==> src/rtl/tcm_pkg.sv <==
package tcm_pkg;

   localparam int unsigned DataWidth = 16;
   localparam int unsigned CountWidth = 4;
   localparam int unsigned CsrAddrWidth = 3;

   localparam logic [CountWidth-1:0] MaxPoints = 4'd5;
   localparam logic [CountWidth-1:0] MaxPointsReset = 4'd5;

   localparam logic [CsrAddrWidth-1:0] CSR_SENSOR_MAX_X = 3'd0;
   localparam logic [CsrAddrWidth-1:0] CSR_SENSOR_MAX_Y = 3'd1;
   localparam logic [CsrAddrWidth-1:0] CSR_MAP_WIDTH = 3'd2;
   localparam logic [CsrAddrWidth-1:0] CSR_MAP_HEIGHT = 3'd3;
   localparam logic [CsrAddrWidth-1:0] CSR_ROTATION = 3'd4;
   localparam logic [CsrAddrWidth-1:0] CSR_MAX_POINTS = 3'd5;

   localparam logic REQ_STATUS = 1'b0;
   localparam logic REQ_POINT = 1'b1;

   localparam logic [2:0] VERDICT_NOT_READY = 3'd0;
   localparam logic [2:0] VERDICT_OPENED = 3'd1;
   localparam logic [2:0] VERDICT_EMPTY = 3'd2;
   localparam logic [2:0] VERDICT_BAD_COUNT = 3'd3;
   localparam logic [2:0] VERDICT_STRAY = 3'd4;

   localparam logic [1:0] ROT_0 = 2'd0;
   localparam logic [1:0] ROT_90 = 2'd1;
   localparam logic [1:0] ROT_180 = 2'd2;
   localparam logic [1:0] ROT_270 = 2'd3;

   localparam logic [DataWidth-1:0] SatValue = 16'hFFFF;

   typedef struct packed {
      logic kind;
      logic [2:0] verdict;
      logic [CountWidth-1:0] point_count;
      logic [DataWidth-1:0] size;
      logic [7:0] id;
      logic point_valid;
      logic last;
      logic clear_status;
   } result_type;

endpackage

==> src/rtl/tcm_scale.sv <==
module tcm_scale (
   input  logic        clock,
   input  logic        reset,
   input  logic        start,
   input  logic [15:0] value,
   input  logic [15:0] mult,
   input  logic [15:0] divisor,
   output logic        busy,
   output logic [15:0] result
);

   localparam logic [1:0] S_IDLE = 2'd0;
   localparam logic [1:0] S_MUL = 2'd1;
   localparam logic [1:0] S_CHK = 2'd2;
   localparam logic [1:0] S_DIV = 2'd3;

   logic [1:0]  state_ff, state_in;
   logic [3:0]  cnt_ff, cnt_in;
   logic [15:0] hi_ff, hi_in;
   logic [15:0] lo_ff, lo_in;
   logic [15:0] mult_ff, mult_in;
   logic [15:0] div_ff, div_in;
   logic [15:0] res_ff, res_in;

   logic [16:0] sum;
   logic [16:0] rem;
   logic [16:0] diff;
   logic        ge;

   assign sum = {1'b0, hi_ff} + (lo_ff[0] ? {1'b0, mult_ff} : 17'd0);
   assign rem = {hi_ff, lo_ff[15]};
   assign diff = rem - {1'b0, div_ff};
   assign ge = rem >= {1'b0, div_ff};

   always_comb begin
      state_in = state_ff;
      cnt_in = cnt_ff;
      hi_in = hi_ff;
      lo_in = lo_ff;
      mult_in = mult_ff;
      div_in = div_ff;
      res_in = res_ff;
      unique case (state_ff)
         S_IDLE: begin
            if (start) begin
               state_in = S_MUL;
               cnt_in = 4'd0;
               hi_in = 16'd0;
               lo_in = value;
               mult_in = mult;
               div_in = divisor;
            end
         end
         S_MUL: begin
            hi_in = sum[16:1];
            lo_in = {sum[0], lo_ff[15:1]};
            cnt_in = cnt_ff + 4'd1;
            if (cnt_ff == 4'd15) begin
               state_in = S_CHK;
            end
         end
         S_CHK: begin
            cnt_in = 4'd0;
            if (div_ff == 16'd0) begin
               res_in = 16'd0;
               state_in = S_IDLE;
            end else if (hi_ff >= div_ff) begin
               res_in = tcm_pkg::SatValue;
               state_in = S_IDLE;
            end else begin
               state_in = S_DIV;
            end
         end
         S_DIV: begin
            hi_in = ge ? diff[15:0] : rem[15:0];
            lo_in = {lo_ff[14:0], ge};
            cnt_in = cnt_ff + 4'd1;
            if (cnt_ff == 4'd15) begin
               res_in = {lo_ff[14:0], ge};
               state_in = S_IDLE;
            end
         end
         default: state_in = S_IDLE;
      endcase
   end

   always_ff @(posedge clock) begin
      if (reset) begin
         state_ff <= S_IDLE;
         cnt_ff <= 4'd0;
      end else begin
         state_ff <= state_in;
         cnt_ff <= cnt_in;
      end
      hi_ff <= hi_in;
      lo_ff <= lo_in;
      mult_ff <= mult_in;
      div_ff <= div_in;
      res_ff <= res_in;
   end

   assign busy = state_ff != S_IDLE;
   assign result = res_ff;

endmodule

==> src/rtl/touch_report_coordinate_mapper.sv <==
// Flow: a delivered point's result waits in the pending register for the bit-serial
// multiply and restoring divide (x and y in parallel); status items, stray records and
// records past the delivered count move on to the output register without that wait.
// Hand-off: one transaction is held at a time; the next is taken once the result moves to
// the output register, which it does only when that register is empty or being read.
// Reset: synchronous, active high; clears report state, loads register defaults.
module touch_report_coordinate_mapper (
   input  logic        clock,
   input  logic        reset,
   input  logic        req_valid,
   output logic        req_ready,
   input  logic        req_type,
   input  logic [7:0]  req_status_byte,
   input  logic [15:0] req_raw_x,
   input  logic [15:0] req_raw_y,
   input  logic [15:0] req_raw_size,
   input  logic [7:0]  req_track_id,
   output logic        rsp_valid,
   input  logic        rsp_ready,
   output logic        rsp_kind,
   output logic [2:0]  rsp_verdict,
   output logic [3:0]  rsp_point_count,
   output logic [15:0] rsp_out_x,
   output logic [15:0] rsp_out_y,
   output logic [15:0] rsp_out_size,
   output logic [7:0]  rsp_out_id,
   output logic        rsp_point_valid,
   output logic        rsp_last,
   output logic        rsp_clear_status,
   input  logic        csr_we,
   input  logic [2:0]  csr_addr,
   input  logic [15:0] csr_wdata
);

   function automatic logic [15:0] floor_sub(input logic [15:0] a, input logic [15:0] b);
      floor_sub = (b > a) ? 16'd0 : a - b;
   endfunction

   logic [15:0] sensor_max_x_ff, sensor_max_x_in;
   logic [15:0] sensor_max_y_ff, sensor_max_y_in;
   logic [15:0] map_width_ff, map_width_in;
   logic [15:0] map_height_ff, map_height_in;
   logic [1:0]  rotation_ff, rotation_in;
   logic [3:0]  max_points_ff, max_points_in;

   logic [3:0]  records_left_ff, records_left_in;
   logic [3:0]  records_seen_ff, records_seen_in;
   logic [3:0]  deliver_count_ff, deliver_count_in;
   logic        report_open_ff, report_open_in;

   logic        pend_ff, pend_in;
   logic        pend_scale_ff, pend_scale_in;
   tcm_pkg::result_type pend_res_ff, pend_res_in;

   logic        rsp_valid_ff, rsp_valid_in;
   tcm_pkg::result_type rsp_res_ff, rsp_res_in;
   logic [15:0] rsp_x_ff, rsp_x_in;
   logic [15:0] rsp_y_ff, rsp_y_in;

   logic        accept;
   logic        scale_start;
   logic        busy_x, busy_y;
   logic [15:0] mx, my;
   logic [15:0] fx, fy;
   logic        move;
   logic [3:0]  cnt;
   logic [3:0]  dc;
   logic        deliver;

   assign req_ready = !pend_ff;
   assign accept = req_valid && req_ready;
   assign cnt = req_status_byte[3:0];
   assign dc = (cnt < max_points_ff) ? cnt : max_points_ff;
   assign deliver = records_seen_ff < deliver_count_ff;
   assign scale_start = accept && req_type == tcm_pkg::REQ_POINT && report_open_ff && deliver;
   assign move = pend_ff && !(pend_scale_ff && (busy_x || busy_y))
                 && (!rsp_valid_ff || rsp_ready);

   tcm_scale u_scale_x (
      .clock   (clock),
      .reset   (reset),
      .start   (scale_start),
      .value   (req_raw_x),
      .mult    (map_width_ff),
      .divisor (sensor_max_x_ff),
      .busy    (busy_x),
      .result  (mx)
   );

   tcm_scale u_scale_y (
      .clock   (clock),
      .reset   (reset),
      .start   (scale_start),
      .value   (req_raw_y),
      .mult    (map_height_ff),
      .divisor (sensor_max_y_ff),
      .busy    (busy_y),
      .result  (my)
   );

   always_comb begin
      case (rotation_ff)
         tcm_pkg::ROT_90: begin
            fx = my;
            fy = floor_sub(map_width_ff, mx);
         end
         tcm_pkg::ROT_180: begin
            fx = floor_sub(map_width_ff, mx);
            fy = floor_sub(map_height_ff, my);
         end
         tcm_pkg::ROT_270: begin
            fx = floor_sub(map_height_ff, my);
            fy = mx;
         end
         default: begin
            fx = mx;
            fy = my;
         end
      endcase
   end

   always_comb begin
      sensor_max_x_in = sensor_max_x_ff;
      sensor_max_y_in = sensor_max_y_ff;
      map_width_in = map_width_ff;
      map_height_in = map_height_ff;
      rotation_in = rotation_ff;
      max_points_in = max_points_ff;
      if (csr_we) begin
         unique case (csr_addr)
            tcm_pkg::CSR_SENSOR_MAX_X: sensor_max_x_in = csr_wdata;
            tcm_pkg::CSR_SENSOR_MAX_Y: sensor_max_y_in = csr_wdata;
            tcm_pkg::CSR_MAP_WIDTH:    map_width_in = csr_wdata;
            tcm_pkg::CSR_MAP_HEIGHT:   map_height_in = csr_wdata;
            tcm_pkg::CSR_ROTATION:     rotation_in = csr_wdata[1:0];
            tcm_pkg::CSR_MAX_POINTS:   max_points_in = csr_wdata[3:0];
            default: ;
         endcase
      end
   end

   always_comb begin
      records_left_in = records_left_ff;
      records_seen_in = records_seen_ff;
      deliver_count_in = deliver_count_ff;
      report_open_in = report_open_ff;
      pend_in = pend_ff;
      pend_scale_in = pend_scale_ff;
      pend_res_in = pend_res_ff;
      if (move) begin
         pend_in = 1'b0;
      end
      if (accept) begin
         pend_in = 1'b1;
         pend_scale_in = scale_start;
         pend_res_in = '0;
         if (req_type == tcm_pkg::REQ_STATUS) begin
            // drop any open report, judge the status afresh
            report_open_in = 1'b0;
            pend_res_in.kind = tcm_pkg::REQ_STATUS;
            if (!req_status_byte[7]) begin
               pend_res_in.verdict = tcm_pkg::VERDICT_NOT_READY;
            end else if (cnt == 4'd0) begin
               pend_res_in.verdict = tcm_pkg::VERDICT_EMPTY;
               pend_res_in.clear_status = 1'b1;
            end else if (cnt > tcm_pkg::MaxPoints) begin
               pend_res_in.verdict = tcm_pkg::VERDICT_BAD_COUNT;
               pend_res_in.clear_status = 1'b1;
            end else begin
               report_open_in = 1'b1;
               records_left_in = cnt;
               records_seen_in = 4'd0;
               deliver_count_in = dc;
               pend_res_in.verdict = tcm_pkg::VERDICT_OPENED;
               pend_res_in.point_count = dc;
            end
         end else if (!report_open_ff) begin
            pend_res_in.kind = tcm_pkg::REQ_POINT;
            pend_res_in.verdict = tcm_pkg::VERDICT_STRAY;
         end else begin
            pend_res_in.kind = tcm_pkg::REQ_POINT;
            pend_res_in.point_count = deliver_count_ff;
            if (deliver) begin
               pend_res_in.size = req_raw_size;
               pend_res_in.id = req_track_id;
               pend_res_in.point_valid = 1'b1;
            end
            if (records_left_ff <= 4'd1) begin
               pend_res_in.last = 1'b1;
               pend_res_in.clear_status = 1'b1;
               report_open_in = 1'b0;
               records_left_in = 4'd0;
            end else begin
               records_left_in = records_left_ff - 4'd1;
            end
            records_seen_in = records_seen_ff + 4'd1;
         end
      end
   end

   always_comb begin
      rsp_valid_in = rsp_valid_ff;
      rsp_res_in = rsp_res_ff;
      rsp_x_in = rsp_x_ff;
      rsp_y_in = rsp_y_ff;
      if (rsp_valid_ff && rsp_ready) begin
         rsp_valid_in = 1'b0;
      end
      if (move) begin
         rsp_valid_in = 1'b1;
         rsp_res_in = pend_res_ff;
         rsp_x_in = pend_scale_ff ? fx : 16'd0;
         rsp_y_in = pend_scale_ff ? fy : 16'd0;
      end
   end

   always_ff @(posedge clock) begin
      if (reset) begin
         sensor_max_x_ff <= 16'd0;
         sensor_max_y_ff <= 16'd0;
         map_width_ff <= 16'd0;
         map_height_ff <= 16'd0;
         rotation_ff <= tcm_pkg::ROT_0;
         max_points_ff <= tcm_pkg::MaxPointsReset;
         records_left_ff <= 4'd0;
         records_seen_ff <= 4'd0;
         deliver_count_ff <= 4'd0;
         report_open_ff <= 1'b0;
         pend_ff <= 1'b0;
         pend_scale_ff <= 1'b0;
         rsp_valid_ff <= 1'b0;
      end else begin
         sensor_max_x_ff <= sensor_max_x_in;
         sensor_max_y_ff <= sensor_max_y_in;
         map_width_ff <= map_width_in;
         map_height_ff <= map_height_in;
         rotation_ff <= rotation_in;
         max_points_ff <= max_points_in;
         records_left_ff <= records_left_in;
         records_seen_ff <= records_seen_in;
         deliver_count_ff <= deliver_count_in;
         report_open_ff <= report_open_in;
         pend_ff <= pend_in;
         pend_scale_ff <= pend_scale_in;
         rsp_valid_ff <= rsp_valid_in;
      end
      pend_res_ff <= pend_res_in;
      rsp_res_ff <= rsp_res_in;
      rsp_x_ff <= rsp_x_in;
      rsp_y_ff <= rsp_y_in;
   end

   assign rsp_valid = rsp_valid_ff;
   assign rsp_kind = rsp_res_ff.kind;
   assign rsp_verdict = rsp_res_ff.verdict;
   assign rsp_point_count = rsp_res_ff.point_count;
   assign rsp_out_x = rsp_x_ff;
   assign rsp_out_y = rsp_y_ff;
   assign rsp_out_size = rsp_res_ff.size;
   assign rsp_out_id = rsp_res_ff.id;
   assign rsp_point_valid = rsp_res_ff.point_valid;
   assign rsp_last = rsp_res_ff.last;
   assign rsp_clear_status = rsp_res_ff.clear_status;

`ifndef SYNTH
   a_open_has_records: assert property (@(posedge clock) disable iff (reset)
      report_open_ff |-> records_left_ff != 4'd0)
      else $error("open report with no records left");

   a_deliver_bounded: assert property (@(posedge clock) disable iff (reset)
      deliver_count_ff <= tcm_pkg::MaxPoints)
      else $error("deliver count above limit");

   a_accept_pends: assert property (@(posedge clock) disable iff (reset)
      accept |=> pend_ff)
      else $error("accepted transaction not held");

   a_start_busy: assert property (@(posedge clock) disable iff (reset)
      scale_start |=> busy_x && busy_y)
      else $error("scale units did not start");

   a_valid_point_kind: assert property (@(posedge clock) disable iff (reset)
      rsp_valid_ff && rsp_res_ff.point_valid |->
         rsp_res_ff.kind == tcm_pkg::REQ_POINT
         && rsp_res_ff.verdict == tcm_pkg::VERDICT_NOT_READY)
      else $error("delivered point with wrong kind or verdict");
`endif

endmodule

==> config.mk <==
export PLATFORM = sky130hd
export DESIGN_NAME = touch_report_coordinate_mapper
export DESIGN_NICKNAME = d
export VERILOG_FILES = /design/src/rtl/tcm_pkg.sv /design/src/rtl/tcm_scale.sv /design/src/rtl/touch_report_coordinate_mapper.sv
export SDC_FILE = /design/constraint.sdc
export NUM_CORES = 1
export LEC_CHECK = 0
export ABC_AREA = 1
export BUFFER_PORTS_ARGS = -buffer_cell sky130_fd_sc_hd__buf_2
export CAP_MARGIN = 20
export CORE_MARGIN = 1
export CORE_UTILIZATION = 61
export DETAILED_ROUTE_END_ITERATION = 7
export GPL_TIMING_DRIVEN = 0
export HOLD_SLACK_MARGIN = 0.06
export PLACE_DENSITY = 0.81
export REMOVE_ABC_BUFFERS = 1
export SETUP_SLACK_MARGIN = 0.02
export SLEW_MARGIN = 5
export SYNTH_ARGS = -nofsm -noshare
export SYNTH_HDL_FRONTEND = slang
export SYNTH_HIERARCHICAL = 1
export SYNTH_SLANG_ARGS = --single-unit
==> constraint.sdc <==
create_clock -name clock -period 9.55 [get_ports clock]
set_input_delay 1.91 -clock clock [delete_from_list [all_inputs] [get_ports clock]]
set_output_delay 1.91 -clock clock [all_outputs]
set_load 0.005 [all_outputs]
==> summary.txt, run 1 <==
Yosys
  – Count of different cell masters after synthesis: 50
  – Post-synthesis instance area: 0.0219 sq mm
  – Yosys top cell area share: 0.359
  – Main combinational cell family by area after synthesis: simple AND/OR/NAND/NOR gates
  – Mux cell area share after synthesis: 0
  – Commonest cells post-synth: 690 x nand2_1, 427 x inv_1, 262 x edfxtp_1
  – Library cell with the highest instance count after synthesis: nand2_1
  – Part of the Yosys area used for sequential elements: 0.448
  – Compound-Gate Fraction of Synth Area: 0.107
  – Post-Synth XOR/XNOR Area: 0.0108
  – Most frequently used flop master after synthesis: edfxtp_1
  – Post-Synth Simple-Gate Area: 0.254
  – Count of mapped cells out of synthesis: 2731
  – Async set-or-reset flop fraction in the synthesized netlist: 0
  – Synthesized area per cell: 8.03 sq um
  – Cell type with the highest aggregate area in the netlist: edfxtp_1
  – Top area cells in the synthesized netlist: edfxtp_1 36%, nand2_1 12%, dfxtp_1 9.0%
  – Adder-cell share of the synthesized area: 0.0865
  – Count of synthesis-stage warnings from yosys: 6
  – Number of register bits inferred by synthesis: 360
  – Number of flops mapped to enable cells by yosys: 262

Placed design
  – Post-detail-place hpwl: 46300 microns
  – Placed cell count: 3280
  – Area post-placement: 0.0230 sq mm
  – Quantity of I/O buffers inserted on ports: 154
  – Routability cong.: 0.989

Global routing
  – Most Crowded Layer GR: met2
  – Sum of overflow across all layers after global routing: 0
  – Number of antenna violations at the first check in global routing: 2
  – Pin count of the biggest net entering global routing: 65
  – All-Layer GR Usage: 0.336
  – Met3 Usage GRT: 0.0545
  – Vias in the first global route: 18200
  – Met1 routing resource usage after global routing: 0.433
  – First-pass GRT wire length: 94900 microns
  – Met2 GRT Util: 0.567

Clock network
  – Number of buffers created by CTS: 39
  – Root buffer cell: clkbuf_16
  – Setup fix buffers added after clock tree synthesis: 0
  – Buffer depth of the longest clock path: 3
  – Clock slew at the register clock pins of the worst setup and hold paths: 60 ps
  – Quantity of hold-fixing buffers added after cts: 0
  – Gates resized, CTS repair: 0
  – CTS sink count: 360
  – Worst skew pair latency: 570 ps
  – CTS tree: done
  – Total number of H-tree levels: 2

Power and ir drop
  – Leakage: 11.5 nW
  – Max IR drop VDD: 0.206 mV
  – Power density cells: 141 mW/mm^2

STA
  – Post-layout minimum cycle time: 4070 ps
  – Relative slew margins: 0.310
  – Total negative setup slack: 0 ps
  – Worst-Margin Slew: 1030 ps
  – Peak clock frequency supported by timing: 0.246 GHz
  – Setup repair after global routing missed its margin: no
  – Crit share post-route: 0.426
  – Worst clock skew: 25.7 ps
  – Total setup violations reported at the end of the flow: 0
  – Hold slack: 418 ps
  – Count of final max-slew check failures: 0
  – Count of final hold-check violations: 0

Drt
  – DR WL/cell: 18.2 microns
  – Detailed Route Iter0 Violations: 1693
  – Routed Wire Length: 60900 microns
  – Detailed Routing Iterations Pass 1: 8
  – Residual DRC count: 0
  – Routed via count: 18900
  – Antenna-violating nets left: 0
  – Via count normalized by instance count: 5.64

Outcome
  – Run status: finished clean

Die
  – DIE HEIGHT: 192 microns
  – Die Wd: 192 microns
  – Ports placed on the boundary: 158
  – Row count: 69
  – CORE AREA: 0.0355 sq mm
  – Die Footprint: 0.0367 sq mm
  – Initial core utilization: 0.618

Worst setup path
  – Required arrival time at the worst endpoint: 9730 ps
  – Type of destination of the critical path: flop
  – Critical path peak fanout: 32
  – Startpoint type of the worst setup path: primary input
  – Worst Setup Path Type: in -> reg
  – Worst Path Arrival: 4250 ps

Finish
  – Final core occ: 0.686
  – Share of layout cells above drive strength 1: 0.101
  – Fillers: 2875
  – Post-Layout Cell Count: 3356
  – Area Growth Syn to Fin: 11.0%
  – Nets: 3100
  – Design Area, Final: 0.0243 sq mm

Hold path
  – Hold Crit Class: reg -> reg

Flow run
  – Max capacitance violation total: 0
-- worst paths after layout --
kind	start	to	slack, ps	cells after the start
setup / recovery	req_type	u_scale_x/hi_ff[13]$_DFFE_PP_	5480	7
hold / removal	pend_res_ff[29]$_DFFE_PP_	rsp_point_count[2]$_DFFE_PP_	420	0
setup reg to reg	records_seen_ff[1]$_SDFFE_PP0P_	u_scale_x/hi_ff[13]$_DFFE_PP_	6400	7
hold reg to reg	pend_res_ff[29]$_DFFE_PP_	rsp_point_count[2]$_DFFE_PP_	420	0
-- through the flow --
stage | power (mW) | setup slack [ps]
floorplan | 1.85 | 4630
global placement | 1.93 | 2710
detailed placement | 1.94 | 3990
CTS | 3.43 | 4560
global route | 3.51 | 5320
finish | 3.43 | 5480
-- cell usage in the layout (no fill, tap or decap), types with 4 or more instances in the layout --
cell type / count
a211oi_1: 4
a21o_1: 10
a21oi_1: 153
a21oi_2: 8
and2_1: 5
buf_2: 155
clkbuf_1: 11
clkbuf_16: 39
clkbuf_8: 5
clkinv_1: 4
clkinv_2: 4
dfxtp_1: 98
edfxtp_1: 262
fa_1: 6
ha_1: 142
inv_1: 424
inv_2: 9
nand2_1: 690
nand2_2: 14
nand2_4: 5
nand3_1: 178
nand3_2: 9
nand3b_1: 47
nand4_1: 48
nor2_1: 234
nor2_2: 5
nor2_4: 5
nor3_1: 16
o211ai_1: 10
o21a_1: 9
o21ai_0: 182
o221ai_1: 20
o22ai_1: 11
xnor2_1: 22
xor2_1: 5
-- final cells by class --
type | count | area, sq um | share of cell area
multi-input cells | 1863 | 10100 | 0.414
flip-flops and latches | 360 | 9830 | 0.404
inverters | 434 | 1630 | 0.0670
clock buffers | 55 | 1090 | 0.0446
repair buffers | 165 | 943 | 0.0388
well taps | 461 | 577 | 0.0237
clock inverters | 16 | 184 | 0.00756
diodes | 2 | 5.00 | 0.000206
-- critical path: stages --
cell and delay (ps):
buf_2 190, nand2_1 220, inv_1 130, nand3_1 180, nor2_1 550, nor2_1 290
nor2_4 760
-- per-layer routing --
| layer | share of wire | wire [microns] |
|---|---|---|
| met5 | 0 | 0 |
| met4 | 0.038 | 2320 |
| met3 | 0.074 | 4520 |
| met2 | 0.47 | 28800 |
| met1 | 0.42 | 25300 |
-- power breakdown --
| group | total, mW | leakage (nW) | internal [mW] | switching, mW |
|---|---|---|---|---|
| logic | 0.188 | 7.73 | 0.0634 | 0.125 |
| clock network | 1.51 | 0.620 | 0.883 | 0.627 |
| registers | 1.73 | 3.18 | 1.71 | 0.0183 |
-- registers in the layout (all words and copies together) (netlist names), 8 cells and up --
signal / count
u_scale_x/lo_ff: 16
rsp_out_size: 16
u_scale_x/mult_ff: 16
u_scale_y/div_ff: 16
u_scale_y/result: 16
map_width_ff: 16
u_scale_x/div_ff: 16
sensor_max_x_ff: 16
u_scale_y/mult_ff: 16
pend_res_ff: 35
rsp_out_id: 8
map_height_ff: 16
sensor_max_y_ff: 16
u_scale_x/result: 16
u_scale_y/lo_ff: 16
u_scale_y/hi_ff: 16
rsp_out_x: 16
rsp_out_y: 16
u_scale_x/hi_ff: 16
-- cells by family (layout without fill, tap and decap cells) --
group / count (synthesis) / count (layout)
AND/OR/NAND/NOR: 1268 / 1268
AO/OA/AOI/OAI: 420 / 420
other: 0 / 2
buffers and inverters: 508 / 670
adder cells (fa/ha/maj): 148 / 148
XOR/XNOR: 27 / 27
flip-flops: 360 / 360
Power figures use the tool's default switching activity.
==> inputs of run 2 (changes only) <==
--- a/config.mk
+++ b/config.mk
@@ -5,7 +5,7 @@
 export SDC_FILE = /design/constraint.sdc
 export NUM_CORES = 1
 export LEC_CHECK = 0
-export ABC_AREA = 1
+export ABC_AREA = 0
 export BUFFER_PORTS_ARGS = -buffer_cell sky130_fd_sc_hd__buf_2
 export CAP_MARGIN = 20
 export CORE_MARGIN = 1
==> constraint.sdc (replaced) <==
create_clock -name clock -period 3.9 [get_ports clock]
set_input_delay 0.78 -clock clock [delete_from_list [all_inputs] [get_ports clock]]
set_output_delay 0.78 -clock clock [all_outputs]
set_load 0.005 [all_outputs]
==> run 2 against run 1 <==
Count of clock-buffer cells in the layout shrank 1. Register-to-register slack lost 6200 ps. Worst hold slack lost 1.2 ps. Die area shrank 7.1%. Cell area shrank 6.2%. Area after synthesis shrank 7.2%. Non-clock buffer count is the same. Synthesized cell count shrank 26%. Highest routed layer unchanged.
==> summary.txt, run 2 <==
Finish
  – Most frequent cells in the layout: 262 x edfxtp_1, 223 x nand2_1, 212 x a21oi_1
  – Post-Layout Cell Count: 2612
  – Flip-flop count of the largest register after layout: 35
  – Area Growth Syn to Fin: 12.2%
  – Share of layout cells above drive strength 1: 0.128
  – Register containing the most flip-flops in the final layout: pend_res_ff
  – Fillers: 2451
  – Nets: 2378
  – Antenna diode instance count: 0
  – Commonest non-fill, non-tap cell in the layout: edfxtp_1
  – Final core occ: 0.698
  – Design Area, Final: 0.0228 sq mm

Yosys
  – Async set-or-reset flop fraction in the synthesized netlist: 0
  – Commonest cells post-synth: 262 x edfxtp_1, 223 x nand2_1, 213 x a21oi_1
  – Library cell with the highest instance count after synthesis: edfxtp_1
  – Count of synthesis-stage warnings from yosys: 6
  – Count of different cell masters after synthesis: 86
  – Count of mapped cells out of synthesis: 2016
  – Most frequently used flop master after synthesis: edfxtp_1
  – Post-synthesis instance area: 0.0203 sq mm
  – Cell type with the highest aggregate area in the netlist: edfxtp_1
  – Number of flops mapped to enable cells by yosys: 262
  – Yosys top cell area share: 0.387
  – Synthesized area per cell: 10.1 sq um
  – Top area cells in the synthesized netlist: edfxtp_1 39%, dfxtp_1 9.6%, ha_1 8.7%
  – Number of register bits inferred by synthesis: 360
  – Part of the Yosys area used for sequential elements: 0.483

Global routing
  – Sum of overflow across all layers after global routing: 0
  – Pin count of the biggest net entering global routing: 91
  – First-pass GRT wire length: 79300 microns
  – Number of antenna violations at the first check in global routing: 0
  – All-Layer GR Usage: 0.299
  – Vias in the first global route: 14900

Placed design
  – Area post-placement: 0.0216 sq mm
  – Placed cell count: 2542
  – Post-detail-place hpwl: 37300 microns
  – Quantity of I/O buffers inserted on ports: 154
  – Routability cong.: 0.948
  – Worst slack at placement: 157 ps

Worst setup path
  – Largest stage delay, worst path: 760 ps
  – Setup crit end: u_scale_x/hi_ff[0]$_DFFE_PP_
  – Internal reg-to-reg setup slack: 190 ps
  – Startpoint type of the worst setup path: flop
  – CP cell instances: inv_1, ha_1, a21o_1, a21o_1, a211oi_2, and2_1, a21o_1, buf_16
  – Most frequent CP cell: a21o_1
  – Worst reg2reg startpoint: deliver_count_ff[1]$_SDFFE_PP0P_
  – Origin of the worst setup path: deliver_count_ff[1]$_SDFFE_PP0P_
  – Required arrival time at the worst endpoint: 4130 ps
  – Depth of the worst register-to-register path: 8
  – Worst Setup Path Type: reg -> reg
  – Standard cell with the maximum stage delay on the critical path: a211oi_2
  – Worst Path Arrival: 3940 ps
  – Type of destination of the critical path: flop
  – Critical R2R Capture: u_scale_x/hi_ff[0]$_DFFE_PP_
  – Critical path peak fanout: 17

Clock network
  – Root buffer cell: clkbuf_16
  – Number of buffers created by CTS: 38
  – CTS sink count: 360
  – Setup fix buffers added after clock tree synthesis: 0
  – Buffer depth of the longest clock path: 3
  – Clock slew at the register clock pins of the worst setup and hold paths: 60 ps
  – CTS tree: done
  – Worst skew pair latency: 530 ps
  – Total number of H-tree levels: 2
  – Quantity of hold-fixing buffers added after cts: 0

STA
  – Total setup violations reported at the end of the flow: 0
  – Worst-Margin Slew: 1040 ps
  – Crit share post-route: 0.952
  – Total negative setup slack: 0 ps
  – Relative slew margins: 0.307
  – Worst setup slack after layout: 188 ps
  – Setup repair after global routing missed its margin: no
  – Post-layout minimum cycle time: 3710 ps
  – Count of final hold-check violations: 0
  – Worst clock skew: 19.7 ps
  – Count of final max-slew check failures: 0
  – Hold slack: 417 ps
  – Peak clock frequency supported by timing: 0.269 GHz

Power and ir drop
  – Max IR drop VDD: 0.261 mV
  – Power density cells: 355 mW/mm^2
  – Tot Pwr: 8.10 mW
  – Leakage: 8.89 nW

Die
  – Die Wd: 185 microns
  – Initial core utilization: 0.622
  – DIE HEIGHT: 185 microns
  – Row count: 66
  – Ports placed on the boundary: 158
  – Die Footprint: 0.0341 sq mm
  – CORE AREA: 0.0327 sq mm

Drt
  – Routed Wire Length: 51300 microns
  – Routed via count: 15800
  – Detailed Route Iter0 Violations: 1782
  – Via count normalized by instance count: 6.06
  – Residual DRC count: 0
  – Antenna-violating nets left: 0
  – Detailed Routing Iterations Pass 1: 6
  – DR WL/cell: 19.7 microns

Outcome
  – Run status: finished clean

Hold path
  – Hold Crit Class: reg -> reg
  – Hold_sp: pend_res_ff[23]$_SDFFCE_PN0P_

Flow run
  – Max capacitance violation total: 0
run 2: how the worst min path moves through the flow:
stage,cells past startpoint,endpoint
after CTS,0,rsp_out_size[12]$_DFFE_PP_
after detailed placement,0,rsp_out_size[12]$_DFFE_PP_
after global placement,0,rsp_point_valid$_DFFE_PP_
after global routing,0,rsp_out_size[12]$_DFFE_PP_
final,0,rsp_out_size[12]$_DFFE_PP_
after floorplan,0,rsp_clear_status$_DFFE_PP_
run 2: area by class of cell:
type / instances / area (sq um) / area share
clock inverters: 15 / 98.8 / 0.00433
multi-input cells: 1461 / 9770 / 0.428
inverters: 115 / 432 / 0.0189
flip-flops and latches: 360 / 9840 / 0.431
well taps: 442 / 553 / 0.0242
repair buffers: 165 / 988 / 0.0433
clock buffers: 54 / 1150 / 0.0502
run 2: per-layer routing:
metal	share of wire	global-route usage
met5	0	0
met4	0.033	0.100
met3	0.072	0.0405
met2	0.47	0.493
met1	0.42	0.406
run 2: worst max-delay path, delay by kind of cell (launching register included):
| family | cells | cell delay [ps] |
|---|---|---|
| and+or+nand+nor | 1 | 630 |
| buffers and inverters | 2 | 320 |
| adders and majority gates | 1 | 270 |
| AOI/OAI and AO/OA | 4 | 1830 |
| DFF | 1 | 340 |
run 2: where the power goes:
group / internal (mW) / switching, mW / leakage (nW)
clock: 2.07 / 1.49 / 0.609
combinational: 0.128 / 0.218 / 4.88
sequential: 4.16 / 0.0331 / 3.40
run 2: timing repair:
action                                  in CTS  in global routing
hold endpoints to repair                     0                  0
endpoints found under the setup margin       0                  1
resized for setup                            0                  1
run 2: logic make-up (layout without fill, tap and decap cells):
logic type,Yosys count,in the layout,synth area share
xor gates and xnor gates,76,76,0.0327
adders and majority gates,148,148,0.0932
AOI/OAI and AO/OA,562,562,0.179
and+or+nand+nor,604,604,0.137
buffers and inverters,195,349,0.0379
DFF,360,360,0.483
muxes,71,71,0.0375
